File: config.mk
export PLATFORM = sky130hd
export DESIGN_NAME = bzs_weight_rom
export DESIGN_NICKNAME = d
export VERILOG_FILES = /design/src/rtl/bzs_pkg.sv /design/src/rtl/bzs_weight_rom.sv
export SDC_FILE = /design/constraint.sdc
export NUM_CORES = 1
export LEC_CHECK = 0
export ABC_CLOCK_PERIOD_IN_PS = 4000
export BUFFER_PORTS_ARGS = -buffer_cell sky130_fd_sc_hd__buf_2
export CAP_MARGIN = 20
export CORE_ASPECT_RATIO = 1.1
export CORE_MARGIN = 2
export CORE_UTILIZATION = 25
export DETAILED_ROUTE_END_ITERATION = 12
export SLEW_MARGIN = 40
export SYNTH_ARGS = -nofsm -noshare
export SYNTH_HDL_FRONTEND = slang
export SYNTH_SLANG_ARGS = --single-unit
File: constraint.sdc
create_clock -name vclk -period 4
set_clock_uncertainty 0.1 [all_clocks]
set_input_delay 0.2 -clock vclk [all_inputs]
set_output_delay 0.2 -clock vclk [all_outputs]
set_load 0.01 [all_outputs]
File: src/rtl/bzs_pkg.sv
// ----------------------------------------------------------------------------
// bzs_pkg: shared types and constants of the cubic Bezier segment sampler
// Coordinate, weight and product widths, and the control bundle that steps
// the blend pipeline.
// ----------------------------------------------------------------------------
package bzs_pkg;

    localparam int COORD_W  = 32;   // Q16.16 coordinate
    localparam int FRAC_W   = 16;   // fraction bits of a Q1.16 weight
    localparam int WEIGHT_W = 17;   // Q1.16 weight, 0 .. 1.0 inclusive
    localparam int PROD_W   = 49;   // weight * coordinate, signed
    localparam int ACC_W    = 50;   // sum of four products, signed
    localparam int INDEX_W  = 6;    // sample_index field
    localparam int POINTS   = 8;    // coordinates in one segment

    typedef logic signed [COORD_W-1:0] coord_t;
    typedef logic        [WEIGHT_W-1:0] weight_t;

    // Bernstein weights of one sample, w0 on the start anchor
    typedef struct packed {
        weight_t w3;
        weight_t w2;
        weight_t w1;
        weight_t w0;
    } weight_set_t;

    // Load strobes for the two register stages of the blend pipeline
    typedef struct packed {
        logic load_prod;
        logic load_out;
    } blend_ctl_t;

endpackage

File: src/rtl/bzs_weight_rom.sv
// ----------------------------------------------------------------------------
// bzs_weight_rom: Bernstein weight table
// Q1.16 weights for every sample of a segment, built at elaboration from
// rounded cumulative sums so the four weights always add up to exactly 1.0.
// ----------------------------------------------------------------------------
module bzs_weight_rom #(
    parameter int SAMPLES_N = 32,
    parameter int IDX_W     = 5
) (
    input  logic [IDX_W-1:0]        idx,
    output bzs_pkg::weight_set_t    weights
);

    localparam logic [63:0] N    = 64'(SAMPLES_N - 1);
    localparam logic [63:0] N3   = N * N * N;
    localparam logic [63:0] HALF = N3 / 2;
    localparam logic [63:0] ONE  = 64'd1 << bzs_pkg::FRAC_W;

    bzs_pkg::weight_set_t rom_w [SAMPLES_N];

    for (genvar p = 0; p < SAMPLES_N; p++) begin : g_entry
        localparam logic [63:0] P   = 64'(p);
        localparam logic [63:0] Q   = N - P;
        localparam logic [63:0] A   = Q * Q * Q;
        localparam logic [63:0] AB  = A + 64'd3 * Q * Q * P;
        localparam logic [63:0] ABC = AB + 64'd3 * Q * P * P;
        localparam logic [63:0] R1  = (A * ONE + HALF) / N3;
        localparam logic [63:0] R2  = (AB * ONE + HALF) / N3;
        localparam logic [63:0] R3  = (ABC * ONE + HALF) / N3;
        localparam logic [63:0] W1  = R2 - R1;
        localparam logic [63:0] W2  = R3 - R2;
        localparam logic [63:0] W3  = ONE - R3;

        assign rom_w[p].w0 = R1[bzs_pkg::WEIGHT_W-1:0];
        assign rom_w[p].w1 = W1[bzs_pkg::WEIGHT_W-1:0];
        assign rom_w[p].w2 = W2[bzs_pkg::WEIGHT_W-1:0];
        assign rom_w[p].w3 = W3[bzs_pkg::WEIGHT_W-1:0];
    end

    assign weights = rom_w[idx];

endmodule

==> results.sh <==
export IMPL_crit_path_max_fanout=27
export IMPL_yosys_area_share_simple=0.306
export IMPL_die_width_um=99.2
export IMPL_dieArea_sq_mm=0.0108
export IMPL_port_buffers=69
export IMPL_final_hold_violation_count=0
export IMPL_final_nets=462
export IMPL_drt_first_pass_iters=6
export IMPL_cp_required_ps=3700
export IMPL_setup_violations=0
export IMPL_nClkBuffers=0
export IMPL_num_vias=3524
export IMPL_worst_slack_ps=693
export IMPL_pre_cts_ws_ps=903
export IMPL_worstHoldPathType="in2out"
export IMPL_grt_usage=0.191
export IMPL_wl_um=10900
export IMPL_wl_per_cell_um=19.4
export IMPL_nFlopsAndLatches=0
export IMPL_synth_compound_area_frac=0.432
export IMPL_synth_top_family_by_area="compound AO/OA/AOI/OAI gates"
export IMPL_slew_headroom=0.527
export IMPL_synth_mux_area_frac=0.0392
export IMPL_max_freq_mhz=302
export IMPL_final_max_slew_viol_count=0
export IMPL_path_class="in2out"
export IMPL_yosys_warnings=0
export IMPL_detailed_place_hpwl_um=7660
export IMPL_timing_max_cap_violations=0
export IMPL_status="completed"
export IMPL_powerDensity_mw_per_mm2=152
export IMPL_route_detailed_drc=0
export IMPL_coreArea_sq_mm=0.00979
export IMPL_crit_arrival_ps=3010
export IMPL_area_growth_pct=10.3
export IMPL_layout_drive_gt1_share=0.197
export IMPL_synthAdderAreaFrac=0.0703
export IMPL_overflow=0
export IMPL_yosysUniqueCellTypes=52
export IMPL_insertedDiodeCount=0
export IMPL_routed_via_density=6.28
export IMPL_cp_end_kind="output port"
export IMPL_start_util=0.254
export IMPL_avgSynthCellArea_sq_um=5.93
export IMPL_fillerInstances=1140
export IMPL_grt_antenna_before_repair=0
export IMPL_seq_area_sq_um=0
export IMPL_multiInputGateArea_sq_mm=0.00216
export IMPL_grt_pass1_vias=3154
export IMPL_antenna_left=0
export IMPL_min_period_ps=3310
export IMPL_syn_inst=420
export IMPL_cp_start_kind="input port"
export IMPL_drtIter0Drc=637
export IMPL_syn_area_sq_mm=0.00249
export IMPL_final_cell_mix="69 x buf_2, 55 x a21oi_1, 42 x nand2_1"
export IMPL_synth_seq_area_share=0
export IMPL_rsz0062_at_grt="false"
export IMPL_post_cts_resized=0
export IMPL_post_route_period_util=0.827
export IMPL_synth_xor_area_share=0.0141
export IMPL_fin_util=0.281
export IMPL_tns_ps=0
export IMPL_final_common_cell="buf_2"
export IMPL_post_cts_buffers=0
export IMPL_place_area_sq_mm=0.00275
export IMPL_num_rows=38
export IMPL_ir_drop_mv=0.0353
export IMPL_grt_max_degree=43
export IMPL_io_pins=73
export IMPL_worstMarginPinSlew_ps=706
export IMPL_grt_pass1_wl_um=16900
export IMPL_final_area_sq_mm=0.00275
export IMPL_finalWeightedCongestion=1.01
export IMPL_postCtsHoldBufs=0
export IMPL_die_y_um=109
export IMPL_power_leakage_nw=1.14
==> power breakdown <==
group | internal (mW) | total [mW] | switching, mW
Clock | 0 | 0 | 0
Sequential | 0 | 0 | 0
Combinational | 0.146 | 0.419 | 0.273
Total | 0.146 | 0.419 | 0.273
==> critical path, cell delays in order <==
cell and delay [ps]:
buf_2 450, inv_1 310, ha_1 790, nor2_1 360, a2111oi_0 560, a221o_1 190, buf_2 130
==> metrics by stage <==
stage / cells / total power [mW] / hold slack (ps)
after floorplan: 423 / 0.282 / 551
after global routing: 561 / 0.453 / 947
after CTS: 561 / 0.410 / 897
after global placement: 561 / 0.406 / 900
final: 561 / 0.419 / 905
after detailed placement: 561 / 0.408 / 896
==> cell usage after synthesis, types with 7 or more instances <==
| cell type | count | area, sq um |
|---|---|---|
| nand3_1 | 14 | 70.1 |
| buf_2 | 32 | 160 |
| nor3_1 | 11 | 55.1 |
| nand2b_1 | 20 | 125 |
| a21oi_1 | 55 | 275 |
| o211ai_1 | 8 | 60.1 |
| a311oi_1 | 7 | 61.3 |
| a211oi_1 | 15 | 113 |
| clkbuf_1 | 14 | 52.6 |
| a31oi_1 | 12 | 75.1 |
| nor2_1 | 41 | 154 |
| nand2_1 | 42 | 158 |
| buf_4 | 9 | 67.6 |
| o311ai_0 | 8 | 70.1 |
| o21ai_0 | 38 | 190 |
| nor2b_1 | 8 | 50.1 |
| inv_1 | 8 | 30.0 |
| ha_1 | 14 | 175 |
==> metal layers <==
layer,wire [um],track usage
met1,4350,0.269
met2,4920,0.306
met3,1200,0.0141
met4,439,0.0675
met5,0,0
==> worst paths after layout <==
path,from,to,slack (ps),depth (start not counted)
worst min-delay path,idx[4],weights[64],910,3
worst max-delay path,idx[1],weights[25],690,7
==> layout make-up <==
type	instances	area share
inverter	8	0.0109
timing repair buffer	77	0.148
tap	120	0.0546
multi-input combinational	356	0.787
==> kinds of logic (layout without fill, tap and decap cells) <==
logic type	count (synthesis)	in the layout
AOI/OAI and AO/OA	171	171
adders and majority gates	14	14
other	1	4
xor gates and xnor gates	4	4
buffers and inverters	67	85
and+or+nand+nor	157	157
muxes	6	6
(Power assumes the default switching activity.)
